## src/hdl/m3ed_pkg.sv

```systemverilog
// ----------------------------------------------------------------------------
// m3ed_pkg
// Types, constants and helpers shared by the 3x3 morphology core.
// ----------------------------------------------------------------------------
`default_nettype none

package m3ed_pkg;

    // pixel and configuration widths
    localparam int PIX_W  = 8;
    localparam int CFG_DW = 11;
    localparam int CFG_IW = 3;

    // configuration register indexes
    localparam logic [CFG_IW-1:0] REG_FRAME_WIDTH  = CFG_IW'(0);
    localparam logic [CFG_IW-1:0] REG_FRAME_HEIGHT = CFG_IW'(1);
    localparam logic [CFG_IW-1:0] REG_DO_DILATE    = CFG_IW'(2);
    localparam logic [CFG_IW-1:0] REG_FULL_SQUARE  = CFG_IW'(3);
    localparam logic [CFG_IW-1:0] REG_BINARY_IMAGE = CFG_IW'(4);

    // reset geometry
    localparam int RST_WIDTH  = 640;
    localparam int RST_HEIGHT = 480;

    // input word opcodes
    localparam logic OP_PIXEL = 1'b0;
    localparam logic OP_DRAIN = 1'b1;

    // padding levels for cells outside the frame
    localparam logic [PIX_W-1:0] PAD_DILATE    = PIX_W'(0);
    localparam logic [PIX_W-1:0] PAD_ERODE     = PIX_W'(255);
    localparam logic [PIX_W-1:0] PAD_ERODE_BIN = PIX_W'(1);

    // queue between front and back
    localparam int Q_DEPTH = 4;
    localparam int Q_AW    = $clog2(Q_DEPTH);
    localparam int Q_CW    = $clog2(Q_DEPTH + 1);

    // operating mode bits
    typedef struct packed {
        logic dilate;
        logic full;
        logic binary;
    } t_mode;

    // how the back end must treat one column word
    typedef struct packed {
        logic emit;      // a result is due with this word
        logic first;     // word is column 0: centre is the last column of a row
        logic left_ok;
        logic right_ok;
        logic top_ok;
        logic bot_ok;
        logic last;      // final result of the frame
    } t_cls;

    // one column of three pixels plus its classification
    typedef struct packed {
        logic [PIX_W-1:0] up;
        logic [PIX_W-1:0] mid;
        logic [PIX_W-1:0] lo;
        t_cls             cls;
    } t_item;

    // minimum for erosion, maximum for dilation
    function automatic logic [PIX_W-1:0] f_pick(input logic [PIX_W-1:0] a,
                                                input logic [PIX_W-1:0] b,
                                                input logic             dilate);
        logic a_gt;
        a_gt = a > b;
        f_pick = (a_gt == dilate) ? a : b;
    endfunction

endpackage

`default_nettype wire

```

## src/hdl/m3ed_fifo.sv

```systemverilog
// ----------------------------------------------------------------------------
// m3ed_fifo
// Short queue of column words between the front and the back end.
// ----------------------------------------------------------------------------
`default_nettype none

module m3ed_fifo import m3ed_pkg::*; (
    input  wire logic            i_clk,
    input  wire logic            i_rst_n,
    input  wire logic            i_push,
    input  t_item                i_item,
    input  wire logic            i_pop,
    output logic                 o_valid,
    output t_item                o_head,
    output logic [Q_CW-1:0]      o_count
);

    t_item             r_mem [Q_DEPTH];
    logic [Q_AW-1:0]   r_wp;
    logic [Q_AW-1:0]   r_rp;
    logic [Q_CW-1:0]   r_count;

    // pointers and fill level
    always_ff @(posedge i_clk) begin
        if (!i_rst_n) begin
            r_wp    <= '0;
            r_rp    <= '0;
            r_count <= '0;
        end else begin
            if (i_push) begin
                r_wp <= r_wp + Q_AW'(1);
            end
            if (i_pop) begin
                r_rp <= r_rp + Q_AW'(1);
            end
            case ({i_push, i_pop})
                2'b10:   r_count <= r_count + Q_CW'(1);
                2'b01:   r_count <= r_count - Q_CW'(1);
                default: r_count <= r_count;
            endcase
        end
    end

    // storage
    always_ff @(posedge i_clk) begin
        if (i_push) begin
            r_mem[r_wp] <= i_item;
        end
    end

    assign o_valid = r_count != '0;
    assign o_head  = r_mem[r_rp];
    assign o_count = r_count;

endmodule

`default_nettype wire

```

## config.mk

```make
export PLATFORM = sky130hd
export DESIGN_NAME = m3ed_fifo
export DESIGN_NICKNAME = d
export VERILOG_FILES = /design/src/hdl/m3ed_pkg.sv /design/src/hdl/m3ed_fifo.sv
export SDC_FILE = /design/constraint.sdc
export NUM_CORES = 1
export LEC_CHECK = 0
export BUFFER_PORTS_ARGS = -buffer_cell sky130_fd_sc_hd__buf_2
export CAP_MARGIN = 20
export CORE_ASPECT_RATIO = 0.75
export CORE_MARGIN = 5
export CORE_UTILIZATION = 33
export CTS_CLUSTER_DIAMETER = 120
export CTS_CLUSTER_SIZE = 28
export DETAILED_ROUTE_END_ITERATION = 8
export MAX_ROUTING_LAYER = met4
export PLACE_DENSITY = 0.55
export SLEW_MARGIN = 40
export SYNTH_ARGS = -nofsm -noshare
export SYNTH_HDL_FRONTEND = slang
export SYNTH_SLANG_ARGS = --single-unit
```

## constraint.sdc

```tcl
create_clock -name i_clk -period 1.6 [get_ports i_clk]
set_input_delay 0 -clock i_clk [delete_from_list [all_inputs] [get_ports i_clk]]
set_output_delay 0 -clock i_clk [all_outputs]
set_load 0.02 [all_outputs]
```

Word level (Yosys, flattened, before mapping)
Memories as Yosys holds them, arrays and structs flattened. A register that Yosys moved wholly into a read port is not among the register bits.
Cells that the tools add are included.

storage, ports and cells
  logic and storage cells = 17
  input bits = 35
  memories kept = 1
  RAM bits = 124
  output and inout bits = 35
  register bits = 7

memory list
  memory  depth  bits a word  rd ports  clocked after memory_dff  wr ports  RTL line         source
  r_mem   4      31           1         1                         1         m3ed_fifo.sv:18  t_item r_mem [Q_DEPTH];

operators by class
  add/subtract/negate cells = 4
  equal/unequal tests = 2
  muxes and demuxes = 5
  reductions and logical operators = 2

operator list
  kind                                                                 number
  3-bit one-hot mux with 2 select lines                                1
  2-bit by 1-bit adder with 2-bit output (second input constant)       2
  2-bit two-way mux                                                    2
  3-bit by 1-bit adder with 3-bit output (second input constant)       1
  3-bit nonzero test                                                   1
  3-bit by 1-bit subtractor with 3-bit output (second input constant)  1
  2-bit by 1-bit == test with 1-bit output (second input constant)     1
  2-bit == test (second input constant)                                1
  1-bit two-way mux                                                    2
  2-bit nonzero test                                                   1

Longest topological paths before layout
  depth after elaboration = 3
  mapped depth = 6
  gate-level depth less buffers = 6

Least setup slack after synthesis
Ideal clock, no wire load.

  path type = flip-flop to flip-flop
  from = reg r_wp[0]
  to = mem r_mem[2][0] in the netlist's numbering, enable pin
  slack = -0.099 ns
  cell stages (with the launch flop) = 4
  setup time = 0.391 ns
  path buffers = 0
  period minus slack after synthesis = 1.699 ns
  arrival time = 1.308 ns
  data required time = 1.209 ns
  cell sequence = dfxtp_1 > inv_1 > ha_1 > and2_1

RTL lines
  what                      RTL line         source
  start: declaration        m3ed_fifo.sv:19  logic [Q_AW-1:0] r_wp;
  start signal: assignment  m3ed_fifo.sv:31  r_wp <= r_wp + Q_AW'(1);
  end: declaration          m3ed_fifo.sv:18

Straight into the memory's write port.

==> impl_results.md <==
- Routed Antenna Nets: 0
- Count of state elements after synthesis: roughly 130
- Avg Vias per Cell: roughly 4.4
- All-Layer GR Usage: around an eighth
- CP arrival: 1690 ps
- Yosys top cell area share: roughly three quarters
- Simple-gate share of the synthesized area: between 1.5 and 2%
- Layout cells sized above 1: 41.86%
- Synthesized area per cell: between 20 and 25 sq um
- CTS Buffer Depth: 2
- Vias in the first global route: between 2000 and 3000
- Power per cell area: 1334 mW/mm^2
- Root Buffer: clkbuf_16
- # setup viols final: 30
- Worst-case clock skew: between 9 and 10 ps
- Cell area after placement: approximately 0.0056 sq mm
- Post-route cell area: between 0.006 and 0.007 sq mm
- Worst Setup Start Kind: flop
- CTS tree: yes
- Worst path bufs/invs: 2
- LEAKAGE: 2.322 nW
- Register area share after synthesis: between 70% and 80%
- Initial Utilization: between 30% and 40%
- Fill cells: approximately 1300
- Pin count of the biggest net entering global routing: 24
- Critical-path cell list: buf_12 > mux4_2 > buf_2
- Max-Cap Viols: 0
- Nets: between 300 and 400
- Final setup margin: -86.07 ps
- Setup TNS Final: -1642 ps
- Complex-gate fraction of the synthesized area: less than 1%
- First-pass GRT wire length: between 10000 and 15000 um
- Post-synthesis cell area: about 0.0049 sq mm
- Fin util: between 40 and 50%
- Fin crit share: 105.4%
- Max stage delay cell, worst path: mux4_2
- Synth area leader: edfxtp_1
- Worst Setup End Kind: output port
- Non-filler instance count after layout: approximately 540
- Port bufs: 69
- YS warnings: 0
- Final hold vios: 0
- HPWL after DPL: about 5700 um
- CP max stage delay: 520 ps
- Required time worst endpoint: approximately 1600 ps
- Critical path's top delay family: multiplexers
- Final slew viol count: 0
- Critical path class: reg -> out
- Via Count: about 2400
- Worst slew margin relative to its limit: about four fifths
- Cell total after placement: around 480
- Die W: roughly 150 um
- Main combinational cell family by area after synthesis: multiplexers
- Failing checks: negative setup slack
- RSZ-0062 raised after global routing: yes
- Fmax: 0.5931 GHz
- Initial antenna violation count: 0
- Pre-CTS WS: about 110 ps
- Clk slew on worst S/H paths: 60 ps
- IO Pins: 70
- Drt pass-1 iters: 4
- Adder-cell share of the synthesized area: ~1.7%
- Routed WL: 9169 um
- Gpl congestion: about 0.7
- Syn Nets: 243
- Slew @ Worst Pin: around 290 ps
- Remaining DRCs: 0
- H-Tree Depth: 4
- CP Max Fanout: 11
- GRT overflow: 0
- Synth area leaders: edfxtp_1 76%, mux4_2 14%, dfxtp_1 3.7%
- Total power: about 8.9 mW
- Clock Sinks: roughly 130
- Peak supply drop: approximately 0.76 mV
- Mux contribution to synthesized area: between 10% and 20%
- Min-delay worst type: in -> reg
- 1st-iter DRT viols: around 120
- Core area: 0.01455 sq mm
- Area Growth Syn to Fin: 35.40%
- Mapped Cells: between 200 and 250
- Total CTS buffers: 17
- N_diodes: 0
- Fin crit period: roughly 1700 ps
- Clock latency on the worst-skew pair: slightly above 400 ps
- Status: finished, violations left
- Die height: 115.6 um
- Std cell rows: 38
- Synth Area in XOR/XNOR: less than 1%
- Synth unique cells: 18
- Full die area: roughly 0.017 sq mm
- Hold WS: between 200 and 250 ps
- Routed WL per cell: between 15 and 20 um
## routing by layer
layer / up-vias / part of all wire (%) / global-route usage (%)
met5: - / 0 / -
met4: 0 / 2.0 / 5.616
met3: 19 / 5.5 / 3.479
met2: 63 / 48 / 17.75
met1: 1219 / 45 / 15.08
li1: 1101 / - / -
## final timing paths
| kind | from | endpoint | slack [ps] | cells after the start |
|---|---|---|---|---|
| min | i_push | r_mem[1][15]$_DFFE_PP_ | 200 | 2 |
| min reg2reg | o_count[2]$_SDFFE_PN0P_ | o_count[2]$_SDFFE_PN0P_ | 500 | 2 |
| max | flop | o_head[30] | -90 | 3 |
| max reg2reg | r_wp[1]$_SDFFE_PN0P_ | r_mem[1][30]$_DFFE_PP_ | 170 | 4 |
## timing repair
item	in CTS	in global routing
endpoints found under the setup margin	31	32
buffers inserted	0	0
endpoints found under the hold margin	133	0
hold buffers	35	0
resized for setup	19	12
## state kept, by name (all words and copies together) (netlist names), named ones only
name     count
r_mem      124
r_rp         2
o_count      3
r_wp         2
## cell families after synthesis
group,count (synthesis)
flip-flops,133
buffers and inverters,9
adder cells (fa/ha/maj),6
XOR/XNOR,5
AND/OR/NAND/NOR,14
multiplexers,33
AO/OA/AOI/OAI,2
## cells in the mapped netlist
cell        n
buf_6       3
xor2_1      2
mux4_2     30
or3_1       2
xnor2_1     3
and2_1      9
mux4_1      1
dfxtp_1     9
a21boi_0    1
inv_1       3
mux2i_1     2
fa_1        1
nand2_1     1
nor2b_1     2
edfxtp_1  124
o21ai_0     1
buf_2       3
ha_1        5
## placed cells by master, fill, tap and decap left out, types with 5 or more instances in the layout
cell / instances
clkbuf_16: 17
edfxtp_1: 124
mux4_2: 30
and2_1: 5
dfxtp_1: 7
buf_2: 57
ha_1: 5
buf_6: 12
dlygate4sd3_1: 35
buf_4: 5
buf_12: 7
## layout make-up
cell class / count / area [sq um] / area share [%]
Timing Repair Buffer: 116 / 948.4 / 14.27
Clock inverter: 12 / 136.4 / 2.052
Tap cell: 200 / 250.2 / 3.764
Inverter: 3 / 11.26 / 0.1694
Multi-Input combinational cell: 60 / 953.4 / 14.34
Sequential cell: 133 / 3911 / 58.84
Clock buffer: 20 / 436.7 / 6.569
## where the power goes
part / internal (mW) / total (mW) / switching, mW
combinational: 0.520 / 1.05 / 0.531
clock: 2.42 / 3.76 / 1.34
sequential: 3.99 / 4.06 / 0.0669
Note: power is estimated with default switching activity, not from simulation.
