## config.mk

```make
export PLATFORM = sky130hd
export DESIGN_NAME = m3ed_back
export DESIGN_NICKNAME = d
export VERILOG_FILES = /design/src/hdl/m3ed_pkg.sv /design/src/hdl/m3ed_back.sv
export SDC_FILE = /design/constraint.sdc
export NUM_CORES = 1
export LEC_CHECK = 0
export BUFFER_PORTS_ARGS = -buffer_cell sky130_fd_sc_hd__buf_2
export CORE_ASPECT_RATIO = 0.6
export CORE_MARGIN = 2
export CORE_UTILIZATION = 40
export DETAILED_ROUTE_END_ITERATION = 16
export SLEW_MARGIN = 20
export SYNTH_ARGS = -nofsm -noshare
export SYNTH_HDL_FRONTEND = slang
export SYNTH_SLANG_ARGS = --single-unit
```

## constraint.sdc

```tcl
create_clock -name i_clk -period 24.2 [get_ports i_clk]
set_clock_uncertainty 0.05 [all_clocks]
set_input_delay 3.63 -clock i_clk [delete_from_list [all_inputs] [get_ports i_clk]]
set_output_delay 3.63 -clock i_clk [all_outputs]
set_load 0.02 [all_outputs]
```

## src/hdl/m3ed_pkg.sv

```systemverilog
// ----------------------------------------------------------------------------
// m3ed_pkg
// Types, constants and helpers shared by the 3x3 morphology core.
// ----------------------------------------------------------------------------
`default_nettype none

package m3ed_pkg;

    // pixel and configuration widths
    localparam int PIX_W  = 8;
    localparam int CFG_DW = 11;
    localparam int CFG_IW = 3;

    // configuration register indexes
    localparam logic [CFG_IW-1:0] REG_FRAME_WIDTH  = CFG_IW'(0);
    localparam logic [CFG_IW-1:0] REG_FRAME_HEIGHT = CFG_IW'(1);
    localparam logic [CFG_IW-1:0] REG_DO_DILATE    = CFG_IW'(2);
    localparam logic [CFG_IW-1:0] REG_FULL_SQUARE  = CFG_IW'(3);
    localparam logic [CFG_IW-1:0] REG_BINARY_IMAGE = CFG_IW'(4);

    // reset geometry
    localparam int RST_WIDTH  = 640;
    localparam int RST_HEIGHT = 480;

    // input word opcodes
    localparam logic OP_PIXEL = 1'b0;
    localparam logic OP_DRAIN = 1'b1;

    // padding levels for cells outside the frame
    localparam logic [PIX_W-1:0] PAD_DILATE    = PIX_W'(0);
    localparam logic [PIX_W-1:0] PAD_ERODE     = PIX_W'(255);
    localparam logic [PIX_W-1:0] PAD_ERODE_BIN = PIX_W'(1);

    // queue between front and back
    localparam int Q_DEPTH = 4;
    localparam int Q_AW    = $clog2(Q_DEPTH);
    localparam int Q_CW    = $clog2(Q_DEPTH + 1);

    // operating mode bits
    typedef struct packed {
        logic dilate;
        logic full;
        logic binary;
    } t_mode;

    // how the back end must treat one column word
    typedef struct packed {
        logic emit;      // a result is due with this word
        logic first;     // word is column 0: centre is the last column of a row
        logic left_ok;
        logic right_ok;
        logic top_ok;
        logic bot_ok;
        logic last;      // final result of the frame
    } t_cls;

    // one column of three pixels plus its classification
    typedef struct packed {
        logic [PIX_W-1:0] up;
        logic [PIX_W-1:0] mid;
        logic [PIX_W-1:0] lo;
        t_cls             cls;
    } t_item;

    // minimum for erosion, maximum for dilation
    function automatic logic [PIX_W-1:0] f_pick(input logic [PIX_W-1:0] a,
                                                input logic [PIX_W-1:0] b,
                                                input logic             dilate);
        logic a_gt;
        a_gt = a > b;
        f_pick = (a_gt == dilate) ? a : b;
    endfunction

endpackage

`default_nettype wire

```

## src/hdl/m3ed_back.sv

```systemverilog
// ----------------------------------------------------------------------------
// m3ed_back
// Holds the left and centre window columns, combines them with the incoming
// column into the min or max over the window, and registers the result word.
// ----------------------------------------------------------------------------
`default_nettype none

module m3ed_back import m3ed_pkg::*; (
    input  wire logic             i_clk,
    input  wire logic             i_rst_n,
    input  t_mode                 i_mode,
    input  wire logic             i_q_valid,
    input  t_item                 i_head,
    output logic                  o_pop,
    output logic                  o_valid,
    input  wire logic             i_ready,
    output logic [PIX_W-1:0]      o_pixel,
    output logic                  o_last
);

    // window columns: left and centre
    logic [PIX_W-1:0] r_l_up, r_l_mid, r_l_lo;
    logic [PIX_W-1:0] r_c_up, r_c_mid, r_c_lo;

    // result word
    logic             r_o_valid;
    logic [PIX_W-1:0] r_o_pixel;
    logic             r_o_last;

    logic [PIX_W-1:0] pad;
    logic [PIX_W-1:0] up, dn, lf, rt, ul, ur, dl, dr;
    logic [PIX_W-1:0] cross_v, corner_v, result;
    logic             dil;
    t_cls             cls;

    assign dil = i_mode.dilate;
    assign cls = i_head.cls;
    assign pad = dil ? PAD_DILATE : (i_mode.binary ? PAD_ERODE_BIN : PAD_ERODE);

    // take the head word unless its result has nowhere to go
    assign o_pop = i_q_valid && (!cls.emit || !r_o_valid || i_ready);

    // padded neighbours; the incoming column is the right one
    always_comb begin
        up = cls.top_ok ? r_c_up : pad;
        dn = cls.bot_ok ? r_c_lo : pad;
        lf = cls.left_ok ? r_l_mid : pad;
        rt = cls.right_ok ? i_head.mid : pad;
        ul = (cls.left_ok && cls.top_ok) ? r_l_up : pad;
        dl = (cls.left_ok && cls.bot_ok) ? r_l_lo : pad;
        ur = (cls.right_ok && cls.top_ok) ? i_head.up : pad;
        dr = (cls.right_ok && cls.bot_ok) ? i_head.lo : pad;
    end

    // min/max tree
    always_comb begin
        cross_v  = f_pick(r_c_mid, f_pick(f_pick(lf, rt, dil), f_pick(up, dn, dil), dil), dil);
        corner_v = f_pick(f_pick(ul, dr, dil), f_pick(ur, dl, dil), dil);
        result   = i_mode.full ? f_pick(cross_v, corner_v, dil) : cross_v;
    end

    // window shift
    always_ff @(posedge i_clk) begin
        if (o_pop) begin
            r_l_up  <= r_c_up;
            r_l_mid <= r_c_mid;
            r_l_lo  <= r_c_lo;
            r_c_up  <= i_head.up;
            r_c_mid <= i_head.mid;
            r_c_lo  <= i_head.lo;
        end
    end

    // output register
    always_ff @(posedge i_clk) begin
        if (!i_rst_n) begin
            r_o_valid <= 1'b0;
        end else if (o_pop && cls.emit) begin
            r_o_valid <= 1'b1;
        end else if (i_ready) begin
            r_o_valid <= 1'b0;
        end
    end

    always_ff @(posedge i_clk) begin
        if (o_pop && cls.emit) begin
            r_o_pixel <= result;
            r_o_last  <= cls.last;
        end
    end

    assign o_valid = r_o_valid;
    assign o_pixel = r_o_pixel;
    assign o_last  = r_o_last;

endmodule

`default_nettype wire

```

Word level (Yosys, flattened, before mapping)
Index checks and enable logic that the tools add are counted.
{ "op_classes": {"n_lt_le_gt_ge": 8, "eq_ne": 8, "muxes": 21, "reduce_logical": 11} }
{ "op_table": {"columns": ["operator", "n"], "rows": [
  ["8-bit two-way mux", 19],
  ["8-bit > comparator", 8],
  ["1-bit == test", 8],
  ["1-bit logical AND", 6],
  ["1-bit zero test", 2],
  ["1-bit logical OR", 2],
  ["1-bit two-way mux", 2],
  ["2-bit nonzero test", 1]
]} }
{ "totals": {"register_bits": 58, "output_inout_bits": 11, "elab_cells": 57} }

Depth between registers and ports, before layout
{ "logic_depth": {"ltp_word": 16, "depth_mapped": 51, "ltp_nobuf": 48} }

Worst setup path after synthesis
No wires, ideal clock.
{ "synth_timing": {"kind": "input to register", "from": "input port i_mode[0] (netlist bit)", "to": "register r_o_pixel[1] (netlist: o_pixel[1]) (data pin)", "setup_time_ns": 0.264, "arrival_time_ns": 11.840, "required_time_ns": 23.886, "path_slack_ns": 12.046, "path_stages": 50, "path_buffers": 4, "path_cell_list": "or2_2 > clkbuf_1 > nor2_1 > a21oi_1 > inv_1 > ha_1 > and4_1 > nand4_1 > o32ai_1 > o21ai_0 > and2_1 > clkbuf_1 > mux2i_1 > inv_1 > ha_1 > a21oi_1 > nor2b_1 > o21ai_0 > (+14 left out) > a21boi_1 > nor3_4 > nor3_2 > or2_1 > ha_1 > nor2b_1 > o21a_1 > o21ai_0 > nand2b_1 > a21oi_1 > o21ai_0 > o21ai_0 > xnor2_1 > and2_1 > buf_1 > clkbuf_1 > nand2_1 > o41a_1"} }
{ "synth_via": {"elab_chain_len": 16, "elab_cells_between_ends": 35} }
{ "synth_rtl": {"columns": ["element", "line_no", "text"], "rows": [
  ["start, declared", "m3ed_back.sv:11", "input t_mode i_mode,"],
  ["8-bit two-way mux (*) (2 in a row)", "m3ed_back.sv:38", "assign pad = dil ? PAD_DILATE : (i_mode.binary ? PAD_ERODE_BIN : PAD_ERODE);"],
  ["8-bit two-way mux (on tied branches)", null, null],
  ["8-bit > comparator", "m3ed_pkg.sv:70", "a_gt = a > b;"],
  ["1-bit == test", "m3ed_pkg.sv:71", "f_pick = (a_gt == dilate) ? a : b;"],
  ["8-bit two-way mux", "m3ed_pkg.sv:71", null],
  ["8-bit > comparator", "m3ed_pkg.sv:70", null],
  ["1-bit == test", "m3ed_pkg.sv:71", null],
  ["8-bit two-way mux", "m3ed_pkg.sv:71", null],
  ["8-bit > comparator", "m3ed_pkg.sv:70", null],
  ["1-bit == test", "m3ed_pkg.sv:71", null],
  ["8-bit two-way mux", "m3ed_pkg.sv:71", null],
  ["8-bit > comparator", "m3ed_pkg.sv:70", null],
  ["1-bit == test", "m3ed_pkg.sv:71", null],
  ["8-bit two-way mux", "m3ed_pkg.sv:71", null],
  ["8-bit two-way mux (*)", "m3ed_back.sv:59", "result = i_mode.full ? f_pick(cross_v, corner_v, dil) : cross_v;"],
  ["via result[1]", "m3ed_back.sv:32", "logic [PIX_W-1:0] cross_v, corner_v, result;"],
  ["end signal, assigned", "m3ed_back.sv:87", "r_o_pixel <= result;"],
  ["end, declared", "m3ed_back.sv:27", "logic [PIX_W-1:0] r_o_pixel;"]
]} }
The timed path passes the listed nets; every way through them passes the cells marked *.
A chain may end at the register's enable or synchronous reset.

Worst setup path after layout
{ "layout_timing": {"from": "input port i_mode[2] (netlist bit)", "to": "register r_o_pixel[7] (netlist: o_pixel[7]) (data pin)"} }
{ "layout_via": {"elab_chain_len": 15, "elab_cells_between_ends": 34} }
{ "layout_rtl": {"columns": ["element", "line_no"], "rows": [
  ["8-bit two-way mux", "m3ed_back.sv:38"],
  ["8-bit two-way mux (on tied branches)", null],
  ["8-bit > comparator", "m3ed_pkg.sv:70"],
  ["1-bit == test", "m3ed_pkg.sv:71"],
  ["8-bit two-way mux", "m3ed_pkg.sv:71"],
  ["8-bit > comparator", "m3ed_pkg.sv:70"],
  ["1-bit == test", "m3ed_pkg.sv:71"],
  ["8-bit two-way mux", "m3ed_pkg.sv:71"],
  ["8-bit > comparator", "m3ed_pkg.sv:70"],
  ["1-bit == test", "m3ed_pkg.sv:71"],
  ["8-bit two-way mux", "m3ed_pkg.sv:71"],
  ["8-bit > comparator", "m3ed_pkg.sv:70"],
  ["1-bit == test", "m3ed_pkg.sv:71"],
  ["8-bit two-way mux", "m3ed_pkg.sv:71"],
  ["8-bit two-way mux (*)", "m3ed_back.sv:59"],
  ["via result[7]", "m3ed_back.sv:32"]
]} }
Marked as above.

==> results.txt <==
outcome: finished clean
R2R setup slack: 13930 ps
sequential fraction of the synthesis area: 0.3395
share of cells above drive strength 1: 0.1835
WL met2: 5569 um
GRT Util Overall: 0.2181
dpl hpwl: 11290 um
CTS Hold Bufs: 0
Primary FF master, synth: edfxtp_1
Static Leak: 2.435 nW
initial antenna violation count: 0
critical path type: in2reg
Avg Inst Size Synth: 9.412 um2
vias post-DR: 4390
Reg clk slew, reported paths: 50 ps
Final Cycle Share: 0.5865
Pins Over Slew Limit: 0
commonest non-fill, non-tap cells in the layout: a21oi_1 (63), ha_1 (60), edfxtp_1 (57), buf_2 (47), inv_1 (37)
setup violators final: 0
synth warn: 0
Via density: 5.869
Port Buf Inserts: 47
Seq. cell area: 0.001732 mm2
cells after synthesis: 542
most common cell after layout, fill and taps aside: a21oi_1
Layout Nets: 676
Largest stage delay, worst path: 630 ps
H-tree depth: 3
io pins: 49
CORE AREA: 0.01226 mm2
Initial Util: 0.4162
worst flop-to-flop path startpoint: r_c_up[7]
Worst-Skew Late Latency: 330 ps
min-delay src: r_c_lo[2]
Max Clock Freq: 70.46 MHz
min Tclk post-route: 14190 ps
Routed WL: 14420 um
Async SR Flop Fraction: 0
Layout Area Growth over Synthesis: 13.02%
drt initial violations: 461
Longest Clk Path Bufs: 2
Residual DRC: 0
worst vdd ir: 0.04502 mV
DRT antenna net count: 0
root buf cell: clkbuf_16
area occupied by multi-input gates: 0.003172 mm2
syn nets: 640
Final Power: 0.5776 mW
CP arrival: 14220 ps
slew margin rel.: 0.2647
Placer Congestion: 1.022
die footprint: 0.01370 mm2
CP startpoint kind: primary input
final instance area: 0.005766 mm2
number of CTS-inserted buffers: 9
Min-Delay Path Depth: 0
worst hold path type: reg2reg
largest net degree at the start of global routing: 51
Mapped Area: 0.005101 mm2
RR Endpoint: o_pixel[7]
setup bufs post-CTS: 0
CP Capture Type: register
Post-synth EDFFs: 57
Yosys reg bits: 58
met3 routed WL: 1249 um
first-pass GRT wire length: 22830 um
Die Y-Extent: 91.48 um
CTS tree: done
post-synth cell types: 61
top sig layer: met4
Routed wire per std cell: 19.27 um
DRT met1 WL: 7430 um
Worst Path Required: 24230 ps
Post-DP Area: 0.005484 mm2
hold endpoint: r_l_lo[2]
Slowest-stage cell, CP: and2_1
CP Buf/Inv Count: 4
RSZ-0062 raised after global routing: false
Least-Margin Pin Slew: 1095 ps
filler instances: 1189
CP delay by family, top: compound AO/OA/AOI/OAI gates
# rows: 31
final hold violations: 0
critical path peak fanout: 31
Detailed Routing Iterations Pass 1: 5
Die Wd: 149.8 um
setup TNS: 0 ps
# Max-Cap Violations: 0
Pwr Density: 100.2 mW/mm2
Overflow after GRT: 0
post-CTS sizing: 0
Clock Sinks: 58
n_diodes: 0
vias in the first global route: 4114
cells on worst reg2reg path: 45
## where the power goes
group | switching, mW | internal [mW] | total, mW
sequential | 0.00391 | 0.128 | 0.132
combinational | 0.198 | 0.133 | 0.331
clock | 0.0459 | 0.0682 | 0.114
total | 0.248 | 0.329 | 0.578
## flip-flops by register name, indices dropped and copies added, names as in the netlist
register,count
r_c_mid,8
r_c_lo,8
o_valid,1
r_l_lo,8
r_c_up,8
o_pixel,8
o_last,1
r_l_mid,8
r_l_up,8
## through the flow
step | util | hold slack (ps) | cells | setup WS (ps)
2_1_floorplan | - | 368.1 | 542 | 12050
3_3_place_gp | 0.4474 | 382.8 | 732 | 10130
3_5_place_dp | 0.4474 | 383.7 | 732 | 9828
4_1_cts | 0.4689 | 396.0 | 748 | 10150
5_1_grt | 0.4704 | 407.9 | 748 | 9149
6_report | 0.4704 | 395.9 | 748 | 10010
## layer usage
metal,vias to the layer above,global-route usage
met1,2095,0.3434
met2,134,0.2901
li1,2145,-
met5,-,0
met4,0,0.04403
met3,16,0.06030
## worst register-to-register path: cells and delay by family (launching register included)
family / cells / cell delay (ps)
compound gates: 22 / 4290
buf+inv: 3 / 220
xor+xnor: 2 / 520
fa+ha+maj: 4 / 1000
simple gates: 12 / 2740
flops: 1 / 430
mux: 2 / 770
## how the worst max path moves through the flow
stage,start,to,cells after the start
after global placement,i_mode[2],o_pixel[7],47
after global routing,i_mode[2],o_pixel[7],48
final,i_mode[2],o_pixel[7],48
after detailed placement,i_mode[2],o_pixel[7],47
after floorplan,i_mode[0],o_pixel[1],50
after CTS,i_mode[2],o_pixel[7],47
## cell usage after synthesis (all sizes together), types with 2 or more instances
master / n / area share
edfxtp: 57 / 0.34
o211ai: 5 / 0.0074
o21a: 11 / 0.016
a31oi: 31 / 0.038
and4: 4 / 0.0069
and3: 8 / 0.012
a41oi: 2 / 0.0034
o21ai: 34 / 0.034
buf: 9 / 0.0071
mux2i: 15 / 0.029
nand4: 5 / 0.0061
a21bo: 2 / 0.0039
nand3: 14 / 0.014
clkbuf: 15 / 0.011
nor2b: 8 / 0.0098
a21oi: 64 / 0.065
a211oi: 7 / 0.011
xnor2: 6 / 0.012
o31a: 6 / 0.010
nor2: 35 / 0.026
nor3: 9 / 0.017
o31ai: 7 / 0.015
or2: 2 / 0.0025
a21o: 14 / 0.021
mux2: 13 / 0.029
nand2b: 11 / 0.013
a21boi: 3 / 0.0044
nand2: 18 / 0.013
or3: 6 / 0.0093
and2: 9 / 0.011
ha: 60 / 0.15
inv: 38 / 0.028
## final cells by class
class                   count  share of cell area
multi-input cells         422              0.5501
inverters                  38             0.02474
repair buffers             49             0.04340
well taps                 165             0.03581
clock buffers              10             0.03971
flip-flops and latches     58              0.3003
clock inverters             6            0.005859
## kinds of logic (layout without fill, tap and decap cells)
kind of cell,Yosys count,in the layout,synth area share
AO/OA/AOI/OAI,196,196,0.2509
AND/OR/NAND/NOR,132,132,0.1464
buffers and inverters,62,103,0.04611
adder cells (fa/ha/maj),60,60,0.1472
flip-flops,58,58,0.3395
multiplexers,28,28,0.05813
XOR/XNOR,6,6,0.01177
No activity file was read; power rests on OpenSTA's default activity.
